==> src/hdl/sled_pkg.sv <==
`timescale 1ns / 1ps
`default_nettype none
// ----------------------------------------------------------------------------
// sled_pkg: shared types, constants and a function of the escape decoder
// Holds the byte class record passed from front to back, the result record,
// the result kind codes and the queue sizing.
// ----------------------------------------------------------------------------
package sled_pkg;

  // Character codes the decoder looks at.
  localparam logic [7:0] CH_NUL    = 8'h00;
  localparam logic [7:0] CH_NL     = 8'h0A;
  localparam logic [7:0] CH_SPACE  = 8'h20;
  localparam logic [7:0] CH_QUOTE  = 8'h22;
  localparam logic [7:0] CH_APOS   = 8'h27;
  localparam logic [7:0] CH_BSLASH = 8'h5C;
  localparam logic [7:0] CH_X      = 8'h78;
  localparam logic [7:0] CH_ESC    = 8'h1B;

  // Saturation limit of both counters.
  localparam logic [15:0] SAT16 = 16'hFFFF;

  // Depth of the queues between front and back and at the output.
  localparam int QDEPTH = 2;
  localparam int QPTR_W = $clog2(QDEPTH);

  // Result kinds.
  typedef enum logic [1:0] {
    KIND_BYTE   = 2'd0,
    KIND_DONE   = 2'd1,
    KIND_UNTERM = 2'd2,
    KIND_BADESC = 2'd3
  } kind_t;

  // Classification of one source byte, computed by the front.
  typedef struct packed {
    logic [7:0] ch;
    logic       is_zero;
    logic       is_nl;
    logic       is_quote;
    logic       is_bslash;
    logic       is_space;
    logic       is_x;
    logic       esc_ok;
    logic [7:0] esc_val;
    logic       hex_ok;
    logic [3:0] hex_val;
  } cls_t;

  // One result item.
  typedef struct packed {
    kind_t       kind;
    logic [7:0]  data_byte;
    logic [15:0] length;
    logic        empty_res;
    logic [15:0] newline_count;
  } res_t;

  // Sort one source byte into the classes the decoder state machine needs.
  function automatic cls_t classify(input logic [7:0] c);
    cls_t r;
    r.ch        = c;
    r.is_zero   = (c == CH_NUL);
    r.is_nl     = (c == CH_NL);
    r.is_quote  = (c == CH_QUOTE);
    r.is_bslash = (c == CH_BSLASH);
    r.is_space  = (c != CH_NUL) && (c <= CH_SPACE);
    r.is_x      = (c == CH_X);
    // Single-character escapes.
    r.esc_ok  = 1'b1;
    r.esc_val = c;
    case (c)
      8'h6E:    r.esc_val = 8'h0A; // n
      8'h74:    r.esc_val = 8'h09; // t
      8'h72:    r.esc_val = 8'h0D; // r
      8'h62:    r.esc_val = 8'h08; // b
      8'h76:    r.esc_val = 8'h0B; // v
      8'h66:    r.esc_val = 8'h0C; // f
      8'h65:    r.esc_val = CH_ESC; // e
      8'h30:    r.esc_val = 8'h00; // digit zero
      CH_QUOTE, CH_APOS, CH_BSLASH: r.esc_val = c;
      default: begin
        r.esc_ok  = 1'b0;
        r.esc_val = 8'h00;
      end
    endcase
    // Hex digit value, either case.
    r.hex_ok  = 1'b1;
    r.hex_val = 4'h0;
    if (c inside {[8'h30:8'h39]}) begin
      r.hex_val = c[3:0];
    end else if (c inside {[8'h61:8'h66], [8'h41:8'h46]}) begin
      r.hex_val = c[3:0] + 4'd9;
    end else begin
      r.hex_ok = 1'b0;
    end
    return r;
  endfunction

endpackage
`default_nettype wire

==> src/hdl/sled_front.sv <==
`timescale 1ns / 1ps
`default_nettype none
// ----------------------------------------------------------------------------
// sled_front: input side of the escape decoder
// Accepts source bytes through the push/full handshake and classifies each
// one before it enters the class queue.
// ----------------------------------------------------------------------------
module sled_front
  import sled_pkg::*;
(
  input  wire logic       push,
  output logic            full,
  input  wire logic [7:0] in_byte,
  output logic            q_wr,
  output cls_t            q_data,
  input  wire logic       q_full
);

  // An item is taken whenever the class queue has room.
  assign full   = q_full;
  assign q_wr   = push && !q_full;
  assign q_data = classify(in_byte);

endmodule
`default_nettype wire

==> src/hdl/sled_queue.sv <==
`timescale 1ns / 1ps
`default_nettype none
// ----------------------------------------------------------------------------
// sled_queue: short queue of classified bytes
// Decouples the front from the back so that each side can stall on its own.
// ----------------------------------------------------------------------------
module sled_queue
  import sled_pkg::*;
(
  input  wire logic clk,
  input  wire logic rst,
  input  wire logic wr,
  input  wire cls_t wr_data,
  output logic      full,
  input  wire logic rd,
  output cls_t      rd_data,
  output logic      valid
);

  cls_t              slots [QDEPTH];
  logic [QPTR_W-1:0] wptr;
  logic [QPTR_W-1:0] rptr;
  logic [QPTR_W:0]   count;

  assign full    = (count == (QPTR_W+1)'(QDEPTH));
  assign valid   = (count != '0);
  assign rd_data = slots[rptr];

  // Storage is written at the tail; no reset needed.
  always_ff @(posedge clk) begin
    if (wr) begin
      slots[wptr] <= wr_data;
    end
  end

  // Pointers and fill count.
  always_ff @(posedge clk) begin
    if (rst) begin
      wptr  <= '0;
      rptr  <= '0;
      count <= '0;
    end else begin
      if (wr) begin
        wptr <= (wptr == QPTR_W'(QDEPTH - 1)) ? '0 : wptr + 1'b1;
      end
      if (rd) begin
        rptr <= (rptr == QPTR_W'(QDEPTH - 1)) ? '0 : rptr + 1'b1;
      end
      if (wr && !rd) begin
        count <= count + 1'b1;
      end else if (rd && !wr) begin
        count <= count - 1'b1;
      end
    end
  end

endmodule
`default_nettype wire

==> src/hdl/sled_back.sv <==
`timescale 1ns / 1ps
`default_nettype none
// ----------------------------------------------------------------------------
// sled_back: literal state machine and result queue
// Walks the classified bytes through the literal, escape, hex and gap modes,
// keeps the length and newline counts, and queues the result items.
// ----------------------------------------------------------------------------
module sled_back
  import sled_pkg::*;
(
  input  wire logic clk,
  input  wire logic rst,
  input  wire logic q_valid,
  input  wire cls_t q_data,
  output logic      q_rd,
  output logic      empty,
  input  wire logic pop,
  output res_t      res
);

  typedef enum logic [2:0] {
    M_IDLE = 3'd0,
    M_TEXT = 3'd1,
    M_ESC  = 3'd2,
    M_HEX1 = 3'd3,
    M_HEX2 = 3'd4,
    M_GAP  = 3'd5
  } mode_t;

  mode_t       mode, mode_next;
  logic [3:0]  hex_high, hex_high_next;
  logic [15:0] byte_count, byte_count_next;
  logic [15:0] gap_newlines, gap_newlines_next;
  logic        out_wr;
  res_t        out_data;

  // Result queue storage.
  res_t              slots [QDEPTH];
  logic [QPTR_W-1:0] wptr;
  logic [QPTR_W-1:0] rptr;
  logic [QPTR_W:0]   count;
  logic              out_full;
  logic              out_rd;

  assign out_full = (count == (QPTR_W+1)'(QDEPTH));
  assign empty    = (count == '0);
  assign out_rd   = pop && !empty;
  assign res      = slots[rptr];

  // A byte is consumed when one is waiting and a result has room.
  assign q_rd = q_valid && !out_full;

  // Next state and result for the byte at the head of the class queue.
  always_comb begin
    mode_next         = mode;
    hex_high_next     = hex_high;
    byte_count_next   = byte_count;
    gap_newlines_next = gap_newlines;
    out_wr            = 1'b0;
    out_data          = '{kind: KIND_BYTE, data_byte: 8'h00, length: 16'h0000,
                          empty_res: 1'b0, newline_count: 16'h0000};
    case (mode)
      M_TEXT: begin
        if (q_data.is_zero || q_data.is_nl) begin
          mode_next     = M_IDLE;
          out_wr        = 1'b1;
          out_data.kind = KIND_UNTERM;
        end else if (q_data.is_bslash) begin
          mode_next = M_ESC;
        end else if (q_data.is_quote) begin
          mode_next = M_GAP;
        end else begin
          out_wr             = 1'b1;
          out_data.data_byte = q_data.ch;
        end
      end
      M_ESC: begin
        if (q_data.esc_ok) begin
          mode_next          = M_TEXT;
          out_wr             = 1'b1;
          out_data.data_byte = q_data.esc_val;
        end else if (q_data.is_x) begin
          mode_next = M_HEX1;
        end else begin
          mode_next     = M_IDLE;
          out_wr        = 1'b1;
          out_data.kind = KIND_BADESC;
        end
      end
      M_HEX1: begin
        out_wr = !q_data.hex_ok;
        if (q_data.hex_ok) begin
          hex_high_next = q_data.hex_val;
          mode_next     = M_HEX2;
        end else begin
          mode_next     = M_IDLE;
          out_data.kind = KIND_BADESC;
        end
      end
      M_HEX2: begin
        out_wr = 1'b1;
        if (q_data.hex_ok) begin
          mode_next          = M_TEXT;
          out_data.data_byte = {hex_high, q_data.hex_val};
        end else begin
          mode_next     = M_IDLE;
          out_data.kind = KIND_BADESC;
        end
      end
      M_GAP: begin
        if (q_data.is_nl) begin
          if (gap_newlines != SAT16) begin
            gap_newlines_next = gap_newlines + 16'd1;
          end
        end else if (q_data.is_quote) begin
          mode_next = M_TEXT;
        end else if (!q_data.is_space) begin
          mode_next              = M_IDLE;
          out_wr                 = 1'b1;
          out_data.kind          = KIND_DONE;
          out_data.length        = byte_count;
          out_data.empty_res     = (byte_count == 16'h0000);
          out_data.newline_count = gap_newlines;
        end
      end
      default: begin
        // Idle: only an opening quote matters.
        if (q_data.is_quote) begin
          mode_next         = M_TEXT;
          byte_count_next   = 16'h0000;
          gap_newlines_next = 16'h0000;
        end else begin
          mode_next = M_IDLE;
        end
      end
    endcase
    // Every decoded byte bumps the saturating length.
    if (out_wr && out_data.kind == KIND_BYTE && byte_count != SAT16) begin
      byte_count_next = byte_count + 16'd1;
    end
  end

  // State registers.
  always_ff @(posedge clk) begin
    if (rst) begin
      mode         <= M_IDLE;
      hex_high     <= 4'h0;
      byte_count   <= 16'h0000;
      gap_newlines <= 16'h0000;
    end else if (q_rd) begin
      mode         <= mode_next;
      hex_high     <= hex_high_next;
      byte_count   <= byte_count_next;
      gap_newlines <= gap_newlines_next;
    end
  end

  // Result storage is written at the tail.
  always_ff @(posedge clk) begin
    if (q_rd && out_wr) begin
      slots[wptr] <= out_data;
    end
  end

  // Result queue pointers and fill count.
  always_ff @(posedge clk) begin
    if (rst) begin
      wptr  <= '0;
      rptr  <= '0;
      count <= '0;
    end else begin
      if (q_rd && out_wr) begin
        wptr <= (wptr == QPTR_W'(QDEPTH - 1)) ? '0 : wptr + 1'b1;
      end
      if (out_rd) begin
        rptr <= (rptr == QPTR_W'(QDEPTH - 1)) ? '0 : rptr + 1'b1;
      end
      if ((q_rd && out_wr) && !out_rd) begin
        count <= count + 1'b1;
      end else if (out_rd && !(q_rd && out_wr)) begin
        count <= count - 1'b1;
      end
    end
  end

endmodule
`default_nettype wire

==> src/hdl/string_literal_escape_decoder.sv <==
`timescale 1ns / 1ps
`default_nettype none
// ----------------------------------------------------------------------------
// string_literal_escape_decoder: decodes quoted string literals byte by byte
// Source bytes go in through a queue-like push/full port; decoded bytes,
// finish records and error records come out through an empty/pop port.
// ----------------------------------------------------------------------------
// The block takes one source byte per clock cycle while full is low and
// returns at most one result item for each. A result shows on the output
// ports once its byte has passed through both queues: the front classifies
// the byte into a two-entry queue, and the back, whose mode register
// advances once per byte, writes the result into a two-entry output queue.
// The mode register of the back sets the rate; full rises only when the back
// has been held up by a stalled consumer long enough to fill both queues.
module string_literal_escape_decoder
  import sled_pkg::*;
(
  input  wire logic        clk,
  input  wire logic        rst,
  input  wire logic        push,
  output logic             full,
  input  wire logic [7:0]  in_byte,
  input  wire logic        pop,
  output logic             empty,
  output logic [1:0]       kind,
  output logic [7:0]       data_byte,
  output logic [15:0]      length,
  output logic             empty_res,
  output logic [15:0]      newline_count
);

  logic q_wr;
  logic q_full;
  logic q_rd;
  logic q_valid;
  cls_t q_wdata;
  cls_t q_rdata;
  res_t res;

  // Front: accept and classify.
  sled_front u_front (
    .push    (push),
    .full    (full),
    .in_byte (in_byte),
    .q_wr    (q_wr),
    .q_data  (q_wdata),
    .q_full  (q_full)
  );

  // Queue between front and back.
  sled_queue u_queue (
    .clk     (clk),
    .rst     (rst),
    .wr      (q_wr),
    .wr_data (q_wdata),
    .full    (q_full),
    .rd      (q_rd),
    .rd_data (q_rdata),
    .valid   (q_valid)
  );

  // Back: literal state machine and result queue.
  sled_back u_back (
    .clk     (clk),
    .rst     (rst),
    .q_valid (q_valid),
    .q_data  (q_rdata),
    .q_rd    (q_rd),
    .empty   (empty),
    .pop     (pop),
    .res     (res)
  );

  // Result fields.
  assign kind          = res.kind;
  assign data_byte     = res.data_byte;
  assign length        = res.length;
  assign empty_res     = res.empty_res;
  assign newline_count = res.newline_count;

endmodule
`default_nettype wire

==> config.mk <==
export PLATFORM = sky130hd
export DESIGN_NAME = string_literal_escape_decoder
export DESIGN_NICKNAME = d
export VERILOG_FILES = /design/src/hdl/sled_pkg.sv /design/src/hdl/sled_front.sv /design/src/hdl/sled_queue.sv /design/src/hdl/sled_back.sv /design/src/hdl/string_literal_escape_decoder.sv
export SDC_FILE = /design/constraint.sdc
export NUM_CORES = 1
export LEC_CHECK = 0
export ABC_AREA = 1
export BUFFER_PORTS_ARGS = -buffer_cell sky130_fd_sc_hd__buf_2
export CAP_MARGIN = 20
export CORE_AREA = 4 4 149 151
export DETAILED_ROUTE_END_ITERATION = 7
export DIE_AREA = 0 0 153 155
export PLACE_DENSITY = 0.71
export SYNTH_ARGS = -nofsm -noshare
export SYNTH_HDL_FRONTEND = slang
export SYNTH_HIERARCHICAL = 1
export SYNTH_SLANG_ARGS = --single-unit
==> constraint.sdc <==
create_clock -name clk -period 5.05 [get_ports clk]
set_input_delay 0.2525 -clock clk [delete_from_list [all_inputs] [get_ports clk]]
set_output_delay 0.2525 -clock clk [all_outputs]
set_load 0.01 [all_outputs]
# Word-level counts from Yosys, hierarchy flattened
# Memories as Yosys holds them, arrays and structs flattened. A register that Yosys moved wholly into a read port is not among the register bits.
# Cells that the tools add are included.
# W data, S select, Z words.
dict set report word_totals {
  reg_bits 47
  ramBits 142
  in_bits 12
  out_inout_bits 45
  wordCells 169
  n_memories 2
}
dict set report op_classes {
  add_sub_neg 11
  n_lt_le_gt_ge 7
  eq_ne 28
  n_mux 67
  bitwise 1
  n_reduce_logical 43
}
# memory words word_bits rd rd_ports_with_merged_regs write_ports line_no
set memory_table {}
lappend memory_table {u_back.slots 2 43 1 1 1 sled_back.sv:38} ;# res_t slots [QDEPTH];
lappend memory_table {u_queue.slots 2 28 1 1 1 sled_queue.sv:20} ;# cls_t slots [QDEPTH];
# operator n
set op_table {}
lappend op_table {{$mux W33} 4}
lappend op_table {{$mux W16} 5}
lappend op_table {{$eq A8 B7 Y1 const B} 9}
lappend op_table {{$pmux W8 S8} 1}
lappend op_table {{$mux W8} 5}
lappend op_table {{$add A16 B1 Y16 const B} 2}
lappend op_table {{$ne A16 B16 Y1 const B} 2}
lappend op_table {{$pmux W16 S2} 1}
lappend op_table {{$mux W1} 26}
lappend op_table {{$eq A8 B6 Y1 const B} 3}
lappend op_table {{$mux W3} 8}
lappend op_table {{$pmux W8 S3} 1}
lappend op_table {{$mux W2} 11}
lappend op_table {{$ge A8 B7 Y1 const B} 2}
lappend op_table {{$le A8 B6 Y1 const B} 2}
lappend op_table {{$le A8 B7 Y1 const B} 2}
lappend op_table {{$logic_not A16 Y1} 1}
lappend op_table {{$pmux W3 S5} 1}
lappend op_table {{$logic_and A1 B1 Y1} 14}
lappend op_table {{$reduce_bool A2 Y1} 6}
lappend op_table {{$reduce_or A11 Y1} 1}
lappend op_table {{$eq A8 B4 Y1 const B} 1}
lappend op_table {{$ge A8 B6 Y1 const B} 1}
lappend op_table {{$logic_not A1 Y1} 8}
lappend op_table {{other kinds (27)} 40}

# Longest topological paths before layout
# Gate-level depths: netlist (run 1).
dict set report depth {
  ltp_word 9
  mapped_depth 15
  depth_no_buf 13
}

# By module
# The synthesis (run 1) kept the hierarchy.
# module n_inst cells_per_inst area_per_inst_um2 seq_area_each_um2
set by_module_without_submodules {}
lappend by_module_without_submodules {sled_back 1 641 6276.0 3463.3}
lappend by_module_without_submodules {sled_queue 1 120 2349.8 1781.7}
lappend by_module_without_submodules {sled_front 1 120 610.6 0.0}

# Worst setup path after synthesis (run 1)
# OpenSTA, ideal clock, no wires.
dict set report synth_path {
  path_kind {register to register}
  from {register with a tool-made name}
  to {memory u_back/slots[1][0] in the netlist's numbering (enable)}
  setup_ns 0.445
  arrival_time_ns 3.277
  required_time_ns 4.605
  setup_slack_ns 1.328
  stages_incl_launch_ff 11
  path_buffers 2
  synth_period_minus_slack_ns 3.722
  cell_sequence {dfxtp_1 > buf_6 > buf_12 > mux2_4 > nor2_1 > nand2_1 > nor2_1 > nor2_1 > nand3_2 > nand2_1 > nor2_1}
}
# item line_no
set synth_rtl {}
lappend synth_rtl {{to (decl)} sled_back.sv:38}

==> impl.org, run 1 <==
** Critical path
- Critical path required time :: 5.17 ns
- Counting cells, the worst reg-to-reg path comes to 9.
- Data arrives at the worst endpoint at 3.34 ns.
- Terminus of the critical flop-to-flop path :: u_back/slots[0][23]
- Critical path start-end classification :: flop to flop
- Capture point of the worst path :: u_back/slots[0][23]
- Sort of element at the start of the critical path :: flop
- Reg2Reg Setup Slack :: about 1.8 ns
- Biggest fanout along the worst timing path :: 28
- The worst setup path is captured at a flop.

** STA
- For this run, the top clock speed supported by timing is 310 MHz.
- For the pin with the worst max-slew slack, the measured transition is 0.947 ns.
- Across the routed clock network, the largest skew measured is 0.00967 ns.
- Relative max-transition margin :: 0.367
- Hold violation count in the final report :: 0
- Unrepaired setup endpoints after global routing :: no
- In the finished design, the share of the clock period the worst path needs comes to 0.638.
- The number of max-slew violations in the final report is 0.
- Fin Setup TNS :: 0 ns
- After layout, the minimum clock period comes to 3.22 ns.
- Setup violations remaining at the end of the flow were counted as 0.

** Yosys
- Of the total synthesized cell area, the portion taken by AND, OR, NAND and NOR gates is 0.199.
- Cells after Synth :: between 800 and 900
- Adder-Cell Fraction of Synth Area :: 0.0122
- After synthesis, the share of flip-flops with an asynchronous set or reset is 0.
- Share of Yosys cell area claimed by the top area cell type :: 0.462
- The synthesized-area fraction occupied by ao, oa, aoi and oai cells came to 0.0473.
- Post-synthesis average cell area :: approximately 10 sq um
- Xor-xnor portion of the synthesized cell area :: 0.0123
- Synthesized area :: slightly above 0.009 sq mm
- Mux share of post-synthesis cell area :: 0.0958
- In the post-synthesis netlist, the biggest area contributors are sky130_fd_sc_hd__edfxtp_1 46%, sky130_fd_sc_hd__dfxtp_1 11%, sky130_fd_sc_hd__mux2_2 6.2%.
- Synthesis produced a netlist with a net count of 902.
- Top flip-flop cell by instance count after synthesis :: sky130_fd_sc_hd__edfxtp_1
- Main combinational cell family by area after synthesis :: simple AND/OR/NAND/NOR gates
- Register bit total from synthesis :: 191
- Yosys warning count :: 6
- Yosys mapped a number of flops with a built-in enable equal to about 140.
- Of the synthesized area, sequential elements account for 0.568.
- Top cell type by total area after synthesis :: sky130_fd_sc_hd__edfxtp_1
- In this run, distinct cell masters in the synthesized netlist total 46.

** CTS
- CTS tree :: done
- For the worst-skew pair, the clock arrives at the later sink with an insertion delay of around 0.43 ns.
- Buffers added to address setup during post-CTS repair amount to 0.
- Clock buffers created by TritonCTS :: 17
- After clock tree synthesis, the clock-pin slew on the worst setup and hold paths is 0.07 ns.
- The clock drives 191 sinks.
- After clock tree synthesis, the repair step resized 0 gates.
- Clock Path Buffers :: 2
- The tree is rooted in a sky130_fd_sc_hd__clkbuf_16.
- Level count of the clock H-tree :: 4
- Number of hold buffers added after CTS :: 0

** Die
- Boundary pin count :: 57
- Row generation in the floorplan step produced 53 rows.
- Horizontal die dimension :: 153 microns
- The die covers 0.0237 sq mm.
- Die outline height :: 155 microns
- For this configuration, the core starts out at a cell density of 0.444.
- The core region is 0.0208 sq mm.

** Global route
- The via count of the first global-routing pass is 6043.
- In the global route stage, overall resource usage came out at 0.154.
- The total overflow left after global routing is 0.
- The first global-routing pass estimated around 30000 microns of wire.
- The initial antenna violation count came to 0.
- Entering global routing, the biggest net connects 44 pins.

** Power and ir drop
- IR analysis of the VDD net gives a maximum drop of roughly 0.29 mV.
- Power spread over the standard cell area amounts to 455 mW/mm^2.
- In this run the static leakage power is between 3 and 4 nW.

** Routing
- The first routing iteration left between 400 and 500 violations.
- Routed wire per std cell :: 14.7 microns
- Routed vias/inst :: 5.10
- Overall routed net length :: about 18000 microns
- The detail route stage leaves a number of antenna-violating nets equal to 0.
- Detailed routing inserted a total of between 6000 and 7000 vias.
- The pre-antenna-repair detailed-routing pass consisted of 6 iterations.
- Post-route DRC violation count :: 0

** Finish
- Area added between synthesis and finish :: 11.9%
- Layout fillers :: roughly 1800
- For this run, the share of the core covered by cells in the final layout is 0.496.
- Final nets :: 951
- In the final layout, the share of cells above drive strength 1 is 0.241.
- The repair_antennas step left the layout with diodes totalling 0.

** Placed design
- GP Congestion :: roughly 0.89
- Port-buffer cells :: 56
- Detailed placement ended at an HPWL of 12300 microns.

** Job
- Max-cap viol count :: 0

** Hold path
- The min-delay analysis places its worst path in the category primary input to flop.
- Critical hold path startpoint :: in_byte[6]

** Status
- Result of the run :: complete, no violations
==> critical path: stages, from the launching register on <==
cell	delay (ns)
sky130_fd_sc_hd__dfxtp_1	0.70
sky130_fd_sc_hd__mux2_4	0.39
sky130_fd_sc_hd__nor2_1	0.11
sky130_fd_sc_hd__nand2_1	0.08
sky130_fd_sc_hd__nor2_1	0.10
sky130_fd_sc_hd__nor2_1	0.06
sky130_fd_sc_hd__nand3_2	0.14
sky130_fd_sc_hd__nand2_1	0.17
sky130_fd_sc_hd__nor2_4	0.78
sky130_fd_sc_hd__buf_4	0.38
==> routing by layer <==
layer | wire length [microns] | track usage | vias to the layer above
li1 | - | - | 3096
met1 | 8130 | 0.200 | 2916
met2 | 8600 | 0.256 | 159
met3 | 764 | 0.0339 | 33
met4 | 381 | 0.0535 | 0
met5 | 0 | 0 | -
==> area by class of cell <==
cell class / count / area (sq um) / share of cell area
clock buffers: 17 / 425 / 0.0412
clock inverters: 14 / 179 / 0.0173
inverters: 99 / 373 / 0.0361
multi-input cells: 559 / 3410 / 0.330
flip-flops and latches: 191 / 5250 / 0.508
well taps: 275 / 344 / 0.0333
repair buffers: 62 / 358 / 0.0346
==> stage by stage <==
step	cells	power, mW	instance area (sq um)	hold WS (ns)	setup slack (ns)
2_1_floorplan	881	3.04	9240	0.325	1.33
3_3_place_gp	1184	3.34	9680	0.449	1.89
3_5_place_dp	1185	3.37	9710	0.456	1.81
4_1_cts	1216	4.74	10300	0.0718	1.80
5_1_grt	1217	4.96	10300	0.0730	1.60
6_report	1217	4.70	10300	0.0818	1.83
==> cell usage in the layout (no fill, tap or decap), drive strengths merged <==
cell type  synthesis  routed
dfxtp             49      49
clkbuf            12      17
nor3              22      22
o211ai             4       4
conb               1       1
and2               1       1
mux2              71      71
a211oi             1       1
inv               97     102
clkinvlp           0       2
a32o               1       1
xor2              11      11
xnor2              2       2
mux2i              1       1
nand2            148     148
or2                1       1
a31oi              2       2
edfxtp           142     142
bufinv             0       3
nor3b              3       3
clkinv             2       6
ha                 9       9
buf               20      62
o21ai             22      22
nand4             18      18
nor2             139     139
nor4               3       3
o22ai              2       2
nand3             54      54
a32oi              8       8
a21oi             35      35
==> flip-flops by register name, indices dropped and copies added, names as in the netlist, named ones only <==
signal and count:
u_back/byte_count 16, u_back/count 2, u_back/gap_newlines 16, u_back/hex_high 4, u_back/mode 3, u_back/rptr 1
u_back/slots 86, u_back/wptr 1, u_queue/count 2, u_queue/rptr 1, u_queue/slots 56, u_queue/wptr 1
==> power breakdown <==
group / leakage, nW / total, mW / switching (mW) / internal, mW
Sequential: 1.69 / 2.07 / 0.118 / 1.95
Clock: 0.289 / 1.37 / 0.580 / 0.785
Combinational: 1.85 / 1.26 / 0.758 / 0.505
Total: 3.83 / 4.70 / 1.46 / 3.24
==> worst min-delay path by stage <==
stage	to	slack [ns]	depth (start not counted)
after floorplan	flop	0.32	1
after global placement	flop	0.45	2
after detailed placement	flop	0.46	2
after CTS	u_queue/slots[1][26]	0.07	1
after global routing	u_queue/slots[1][26]	0.07	1
final	u_queue/slots[1][26]	0.08	1
==> cells in the mapped netlist, types with 8 or more instances <==
cell type                  count
sky130_fd_sc_hd__a21oi_1      34
sky130_fd_sc_hd__a32oi_1       8
sky130_fd_sc_hd__buf_4        11
sky130_fd_sc_hd__clkbuf_1     12
sky130_fd_sc_hd__dfxtp_1      49
sky130_fd_sc_hd__edfxtp_1    142
sky130_fd_sc_hd__ha_1          9
sky130_fd_sc_hd__inv_1        82
sky130_fd_sc_hd__inv_2        15
sky130_fd_sc_hd__mux2_2       51
sky130_fd_sc_hd__mux2_4       20
sky130_fd_sc_hd__nand2_1     134
sky130_fd_sc_hd__nand2_2      12
sky130_fd_sc_hd__nand3_1      45
sky130_fd_sc_hd__nand4_1      17
sky130_fd_sc_hd__nor2_1      127
sky130_fd_sc_hd__nor3_1       16
sky130_fd_sc_hd__o21ai_0      18
sky130_fd_sc_hd__xor2_1       11
==> cells by family after synthesis <==
group           after synthesis
simple gates                389
flops                       191
buf+inv                     131
compound gates               75
mux                          72
xor+xnor                     13
fa+ha+maj                     9
other cells                   1
Power figures use the tool's default switching activity.
==> run 2, diff against run 1 <==
--- a/config.mk
+++ b/config.mk
@@ -11,7 +11,7 @@
 export CORE_AREA = 4 4 149 151
 export DETAILED_ROUTE_END_ITERATION = 7
 export DIE_AREA = 0 0 153 155
-export PLACE_DENSITY = 0.71
+export PLACE_DENSITY = 0.73
 export SYNTH_ARGS = -nofsm -noshare
 export SYNTH_HDL_FRONTEND = slang
 export SYNTH_HIERARCHICAL = 1
==> constraint.sdc (replaced) <==
create_clock -name clk -period 2.9 [get_ports clk]
set_input_delay 0.145 -clock clk [delete_from_list [all_inputs] [get_ports clk]]
set_output_delay 0.145 -clock clk [all_outputs]
set_load 0.01 [all_outputs]
==> impl.org, run 2 (synthesis gave the netlist of run 1 again) <==
** STA
- The number of max-slew violations in the final report came to 0.
- Setup violations remaining at the end of the flow were counted as 0.
- Share of the clock period used by the worst path :: 0.914
- At the pin with the least slew margin, the transition time is just over 0.6 ns.
- Worst setup skew after layout :: approximately 0.0095 ns
- Final hold analysis gives a worst-case slack of roughly 0.022 ns.
- Timing would allow up to 377 MHz.
- Hold violation count in the final report :: 0
- The worst pin sits at a relative slew slack of 0.585.
- Setup repair after global routing left no endpoint under its margin.
- Final critical-path required period :: 2.65 ns
- Setup ws final :: 0.250 ns

** Finish
- The largest registers in the layout are u_back/slots (86), u_queue/slots (56).
- Register containing the most flip-flops in the final layout :: u_back/slots
- Fraction of final layout cells sized beyond drive strength 1 :: 0.249
- Commonest cells after routing, fill and taps aside :: 142 x sky130_fd_sc_hd__edfxtp_1, 134 x sky130_fd_sc_hd__nand2_1, 124 x sky130_fd_sc_hd__nor2_1
- Final nets :: between 900 and 1000
- For this run, the share of the core covered by cells in the final layout is 0.501.
- Count of placed standard cells in the final layout, fillers left out :: 1227
- Most common cell after layout, fill and taps aside :: sky130_fd_sc_hd__edfxtp_1
- 0 antenna diodes ended up in the layout.
- Number of flip-flops under the largest register name :: 86
- Layout fillers :: 1849
- Area added between synthesis and finish :: 13.0%

** Die
- The die is 155 microns tall.
- 57 I/O pins were placed.
- Total core area :: around 0.021 sq mm
- Horizontal die dimension :: around 150 microns
- Effective utilization at floorplan :: 0.444
- Row generation in the floorplan step produced 53 rows.
- Die Outline Area :: around 0.024 sq mm

** CTS
- Clock sink count :: 191
- Level count of the clock H-tree :: 4
- The later pin in the worst-skew pair is clocked with a latency of 0.43 ns.
- Clock buffers created by TritonCTS :: 17
- CTS tree :: done
- Clock tree synthesis selected as its root buffer the cell sky130_fd_sc_hd__clkbuf_16.
- Clock-pin slew was measured on the worst setup and hold paths at 0.07 ns.
- The clock passes through at most 2 buffers.

** Critical path
- Reg2Reg Setup Slack :: 0.25 ns
- CP Capture Type :: flop
- Critical path start-end classification :: flop to flop
- Sort of element at the start of the critical path :: flop
- In this run the critical register-to-register path is captured at u_back/count[1].
- For the worst setup path, the data required time is 3.21 ns.
- Counting cells, the worst reg-to-reg path comes to 12.
- Biggest fanout along the worst timing path :: 10
- At the worst endpoint, the arrival time is 2.96 ns.

** Global route
- The first global-routing pass estimated approximately 30000 microns of wire.
- Global-route congestion overflow total :: 0
- Global-route total usage across every layer :: 0.153
- The initial antenna violation count is 0.
- Pin count of the biggest net entering global routing :: 34
- Number of global-route vias before repair :: approximately 6100

** Routing
- Overall routed net length :: 18100 microns
- Using the TritonRoute via totals, the vias-per-cell ratio works out to 5.15.
- Overall via count from detail_route :: 6313
- For this run, design rule violations remaining after detail routing come to 0.
- In this run, the number of DRC markers left after iteration 0 of detailed routing was 512.
- The first TritonRoute pass finished after 5 iterations.
- Dividing the detail-routed wire length by the instance count gives 14.7 microns.
- Antenna-violating nets left :: 0

** Hold path
- Worst Hold Endpoint :: u_queue/slots[0][21]
- Along the worst hold path, the cell count comes to 1.
- The tightest min-delay check is of the primary input to flop type.
- Critical hold path startpoint :: in_byte[1]

** Placed design
- In this run, placement finished with an instance count of about 1200.
- Worst slack, placed :: 0.178 ns
- After legalization and detailed placement, the total HPWL measured around 13000 microns.
- Routability-driven placement finished with a final weighted congestion of about 0.9.
- Port buffering added 56 buffers.

** Power and ir drop
- For this design the static power due to leakage is 3.88 nW.
- Dividing total power by cell area gives a power density of 790 mW/mm^2.
- IR analysis of the VDD net gives a maximum drop of 0.450 mV.
- The design draws approximately 8 mW.

** Status
- Result of the run :: complete, no violations

** Job
- Across the run, the number of max-cap violations was 0.
[run 2: changes by cell type in the layout (fill, tap and decap cells not counted), moves of 2 or more]
cell / before / now
sky130_fd_sc_hd__buf_12: 1 / 5
sky130_fd_sc_hd__clkinv_2: 1 / 3
sky130_fd_sc_hd__clkinv_1: 3 / 1
sky130_fd_sc_hd__clkinv_4: 2 / 0
sky130_fd_sc_hd__inv_8: 2 / 4
sky130_fd_sc_hd__buf_4: 4 / 7
sky130_fd_sc_hd__dlygate4sd3_1: 0 / 3
sky130_fd_sc_hd__clkinvlp_4: 2 / 4
[run 2: per-stage QoR]
step	TNS, ns	cell area, sq um
global placement	0	9800
detailed placement	0	9800
finish	0	10400
floorplan	-8.87	9240
CTS	0	10400
global route	0	10400
[run 2: what timing repair did]
action                     in CTS  in global routing
hold endpoints to repair        6                  0
buffers inserted                0                  0
hold buffers                    3                  0
setup endpoints to repair       0                  1
gates resized for setup         0                  1
[run 2: final cells by class]
type	count	area, sq um	share of cell area
sequential	191	5250	0.503
multi-input combinational	559	3410	0.326
timing repair buffer	71	463	0.0443
clock buffer	17	425	0.0407
inverter	99	373	0.0357
tap	275	344	0.0330
clock inverter	15	179	0.0171
[run 2: where the power goes]
group / total, mW / internal (mW) / switching (mW)
logic: 2.30 / 0.936 / 1.37
registers: 3.59 / 3.40 / 0.188
clock network: 2.36 / 1.30 / 1.05
[run 2: critical path, cell delays in order, from the launching register on]
cell,delay (ns)
sky130_fd_sc_hd__dfxtp_2,0.44
sky130_fd_sc_hd__mux2_2,0.46
sky130_fd_sc_hd__nor2_1,0.17
sky130_fd_sc_hd__nor2_1,0.06
sky130_fd_sc_hd__nor2_1,0.11
sky130_fd_sc_hd__nand3_2,0.15
sky130_fd_sc_hd__nand2_1,0.24
sky130_fd_sc_hd__inv_1,0.10
sky130_fd_sc_hd__ha_1,0.31
sky130_fd_sc_hd__a21oi_1,0.12
sky130_fd_sc_hd__o21ai_0,0.12
sky130_fd_sc_hd__o21ai_0,0.18
sky130_fd_sc_hd__a21oi_1,0.06
[run 2: how the worst max path moves through the flow]
| stage | startpoint | cells after the start | slack (ns) | to |
|---|---|---|---|---|
| finish | flop | 12 | 0.25 | u_back/count[1] |
| global route | flop | 12 | 0.04 | u_back/count[1] |
| CTS | flop | 12 | 0.16 | u_back/count[1] |
| detailed placement | flop | 12 | 0.18 | u_back/count[1] |
| global placement | flop | 12 | 0.27 | u_back/count[1] |
| floorplan | flop | 10 | -0.11 | u_back/slots[1][0] |
[run 2: metal layers]
metal  track usage  share of wire
met1         0.189           0.43
met2         0.265           0.51
met4        0.0526          0.016
met3        0.0381          0.049
met5             0              0
==> run 3, diff against run 2 <==
--- a/config.mk
+++ b/config.mk
@@ -8,10 +8,10 @@
 export ABC_AREA = 1
 export BUFFER_PORTS_ARGS = -buffer_cell sky130_fd_sc_hd__buf_2
 export CAP_MARGIN = 20
-export CORE_AREA = 4 4 149 151
+export CORE_AREA = 4 4 141 143
 export DETAILED_ROUTE_END_ITERATION = 7
-export DIE_AREA = 0 0 153 155
-export PLACE_DENSITY = 0.73
+export DIE_AREA = 0 0 145 147
+export PLACE_DENSITY = 0.8
 export SYNTH_ARGS = -nofsm -noshare
 export SYNTH_HDL_FRONTEND = slang
 export SYNTH_HIERARCHICAL = 1
==> impl.org, run 3 (synthesis gave the netlist of run 1 again) <==
** Status
- The run finished with clean final reports.

** Critical path
- At the worst endpoint, the required time is between 3 and 4 ns.
- The cell that appears most often on the critical path is sky130_fd_sc_hd__nor2_1.
- Sort of element at the start of the critical path :: flop
- On the worst path, the slowest cell contributes a delay of 0.46 ns.
- Along the worst path, the maximum fanout reaches 10.
- Worst path slowest cell :: sky130_fd_sc_hd__mux2_2
- Kind of cell adding the most delay to the critical path :: simple AND/OR/NAND/NOR gates
- The worst setup path is captured at a flop.
- The signal on the critical path passes through mux2_2, nor2_1, nor2_1, nor2_1, nand3_2, nand2_1, inv_1, ha_1, a21oi_1, o21ai_0, o21ai_0, a21oi_1.
- The critical path is of the flop to flop type.
- Data on the critical path arrives at its endpoint at 2.91 ns.
- Critical path buffers and inverters :: 1

** Global route
- Pin count of the biggest net entering global routing :: 44
- Number of global-route vias before repair :: 6170
- The initial antenna violation count was 0.
- The first global-routing pass estimated 29800 microns of wire.
- After global routing the overflow that remains totals 0.
- Global-route total usage across every layer :: 0.170

** Finish
- The library cell used most frequently in the layout, excluding fill and tap cells, is sky130_fd_sc_hd__edfxtp_1.
- Area of the multi-input gates :: 0.00341 sq mm
- Layout fillers :: 1555
- Register containing the most flip-flops in the final layout :: u_back/slots
- Regs by FF count :: u_back/slots (86), u_queue/slots (56)
- The register with the most flip-flops in the layout has 86 of them.
- In the layout the commonest cells are 142 x sky130_fd_sc_hd__edfxtp_1, 134 x sky130_fd_sc_hd__nand2_1, 124 x sky130_fd_sc_hd__nor2_1.
- For this run, the post-layout net count is between 900 and 1000.
- The area growth from synthesis to layout is 11.5%.
- The sequential cells in the finished layout cover a total of 0.00525 sq mm.
- Fraction of final layout cells sized beyond drive strength 1 :: 0.248
- Number of antenna repair diodes :: 0
- Count of placed standard cells in the final layout, fillers left out :: 1185

** Die
- Die Outline Area :: 0.0213 sq mm
- Measured along the x axis, the die boundary spans 145 microns.
- Die outline height :: 147 microns
- For this configuration, the core starts out at a cell density of 0.497.
- Floorplan row count :: 50
- In this run the standard cell core region covers 0.0186 sq mm.
- In this run the count of I/O pins placed on the die edge is 57.

** Routing
- After detailed routing, the average wire length per cell comes to roughly 15 microns.
- In this run the remaining antenna-violating nets after routing total 0.
- For this run, design rule violations remaining after detail routing come to 0.
- The routed layout has ~6300 vias.
- Before antenna repair, the detailed router went through 6 iterations.
- Iteration-0 DRC Markers :: 591
- Using the TritonRoute via totals, the vias-per-cell ratio works out to between 5 and 6.
- Overall routed net length :: between 15000 and 20000 microns

** CTS
- CTS tree :: done
- Clock sink count :: 191
- After clock tree synthesis, the clock-pin slew on the worst setup and hold paths is around 0.080 ns.
- The later pin in the worst-skew pair is clocked with a latency of 0.44 ns.
- The clock tree synthesis step divided the H-tree into 4 levels.
- Clock Path Buffers :: 2
- Clock tree synthesis selected as its root buffer the cell sky130_fd_sc_hd__clkbuf_16.
- In this run, CTS created clock tree buffers numbering 17.

** Placed design
- During placement, the flow inserted port buffers numbering 56.
- GP Congestion :: 0.886
- Before CTS, the worst setup slack after placement is 0.258 ns.
- The number of placed instances, taps included, is approximately 1200.
- Once detailed placement completed, the half-perimeter wirelength came to 12400 microns.

** Hold path
- The min-delay analysis places its worst path in the category primary input to flop.

** Power and ir drop
- Of the total power, combinational logic draws 0.279.
- Summed over all cells, the static leakage comes to 3.86 nW.
- Of the total power, the share spent switching nets is 0.327.
- Summed over all nets, the switching power comes to 2.65 mW.
- The design draws 8.09 mW.
- The share of total power dissipated in sequential elements is 0.441.
- Pwr/cell area :: 786 mW/mm^2
- Internal power comes to 5.45 mW.
- The worst-case IR drop observed on VDD is ~0.46 mV.
- Relative contribution of the clock network to total power :: 0.281

** STA
- Unrepaired setup endpoints after global routing :: no
- Derived from the worst setup path, the maximum achievable clock frequency is 385 MHz.
- Slew at the pin closest to its max-slew limit :: 0.650 ns
- For the final database, setup skew stands at 0.0115 ns.
- The number of failing hold endpoints at the final stage is 0.
- Of the available clock period, the critical path in the final layout requires 0.897.
- Measured against its own limit, the worst slew margin works out to 0.565.
- Setup ws final :: 0.300 ns
- Final critical-path required period :: about 2.6 ns
- Total count of max-transition violations in the final report :: 0
- Final count of negative-setup-slack endpoints :: 0

** Job
- Across the run, the number of max-cap violations was 0.
run 3: cell types whose count changed in the layout (fill, tap and decap cells not counted), sizes merged:
cell,delta
inv,+4
clkinvlp,-3
buf,-1
clkinv,+1
bufinv,-2
run 3: per-stage QoR:
stage / TNS [ns] / area, sq um / util / hold WS, ns
detailed placement: 0 / 9680 / 0.521 / 0.397
finish: 0 / 10300 / 0.554 / 0.0159
global route: 0 / 10300 / 0.554 / 0.00663
CTS: 0 / 10300 / 0.554 / 0.00125
global placement: 0 / 9680 / 0.521 / 0.392
floorplan: -8.87 / 9240 / - / 0.217
run 3: metal layers:
metal,global-route usage,wire length (microns)
met4,0.0594,393
met1,0.200,7520
met2,0.305,9140
met5,0,0
met3,0.0426,947
run 3: layout make-up:
type,count,share of cell area
Timing Repair Buffer,70,0.0381
Clock inverter,15,0.0155
Clock buffer,17,0.0413
Multi-Input combinational cell,559,0.331
Tap cell,234,0.0284
Inverter,99,0.0362
Sequential cell,191,0.509
run 3: worst register-to-register path, delay by kind of cell (launching register included):
family | cells | cell delay [ns]
compound gates | 4 | 0.47
buf+inv | 1 | 0.09
flops | 1 | 0.42
fa+ha+maj | 1 | 0.30
mux | 1 | 0.46
simple gates | 5 | 0.74
run 3: what timing repair did:
item / 4_1_cts / 5_1_grt
setup buffers: 0 / 0
resized for setup: 0 / 1
endpoints found under the setup margin: 0 / 1
hold buffers: 3 / 0
hold endpoints to repair: 6 / 0
run 3: final timing paths:
kind | start | to | slack, ns | depth (start not counted)
worst max register to register | flop | u_back/count[1] | 0.30 | 12
worst min-delay path | in_byte[1] | u_queue/slots[0][21] | 0.02 | 1
worst max-delay path | flop | u_back/count[1] | 0.30 | 12
worst min register to register | u_back/rptr | flop | 0.46 | 2
run 3: power groups by stage:
stage / combinational [mW] / sequential [mW] / clock, mW
6_report: 2.26 / 3.57 / 2.27
5_1_grt: 2.48 / 3.61 / 2.43
4_1_cts: 2.28 / 3.57 / 2.31
3_5_place_dp: 2.26 / 3.63 / 0
3_3_place_gp: 2.24 / 3.60 / 0
2_1_floorplan: 1.73 / 3.56 / 0
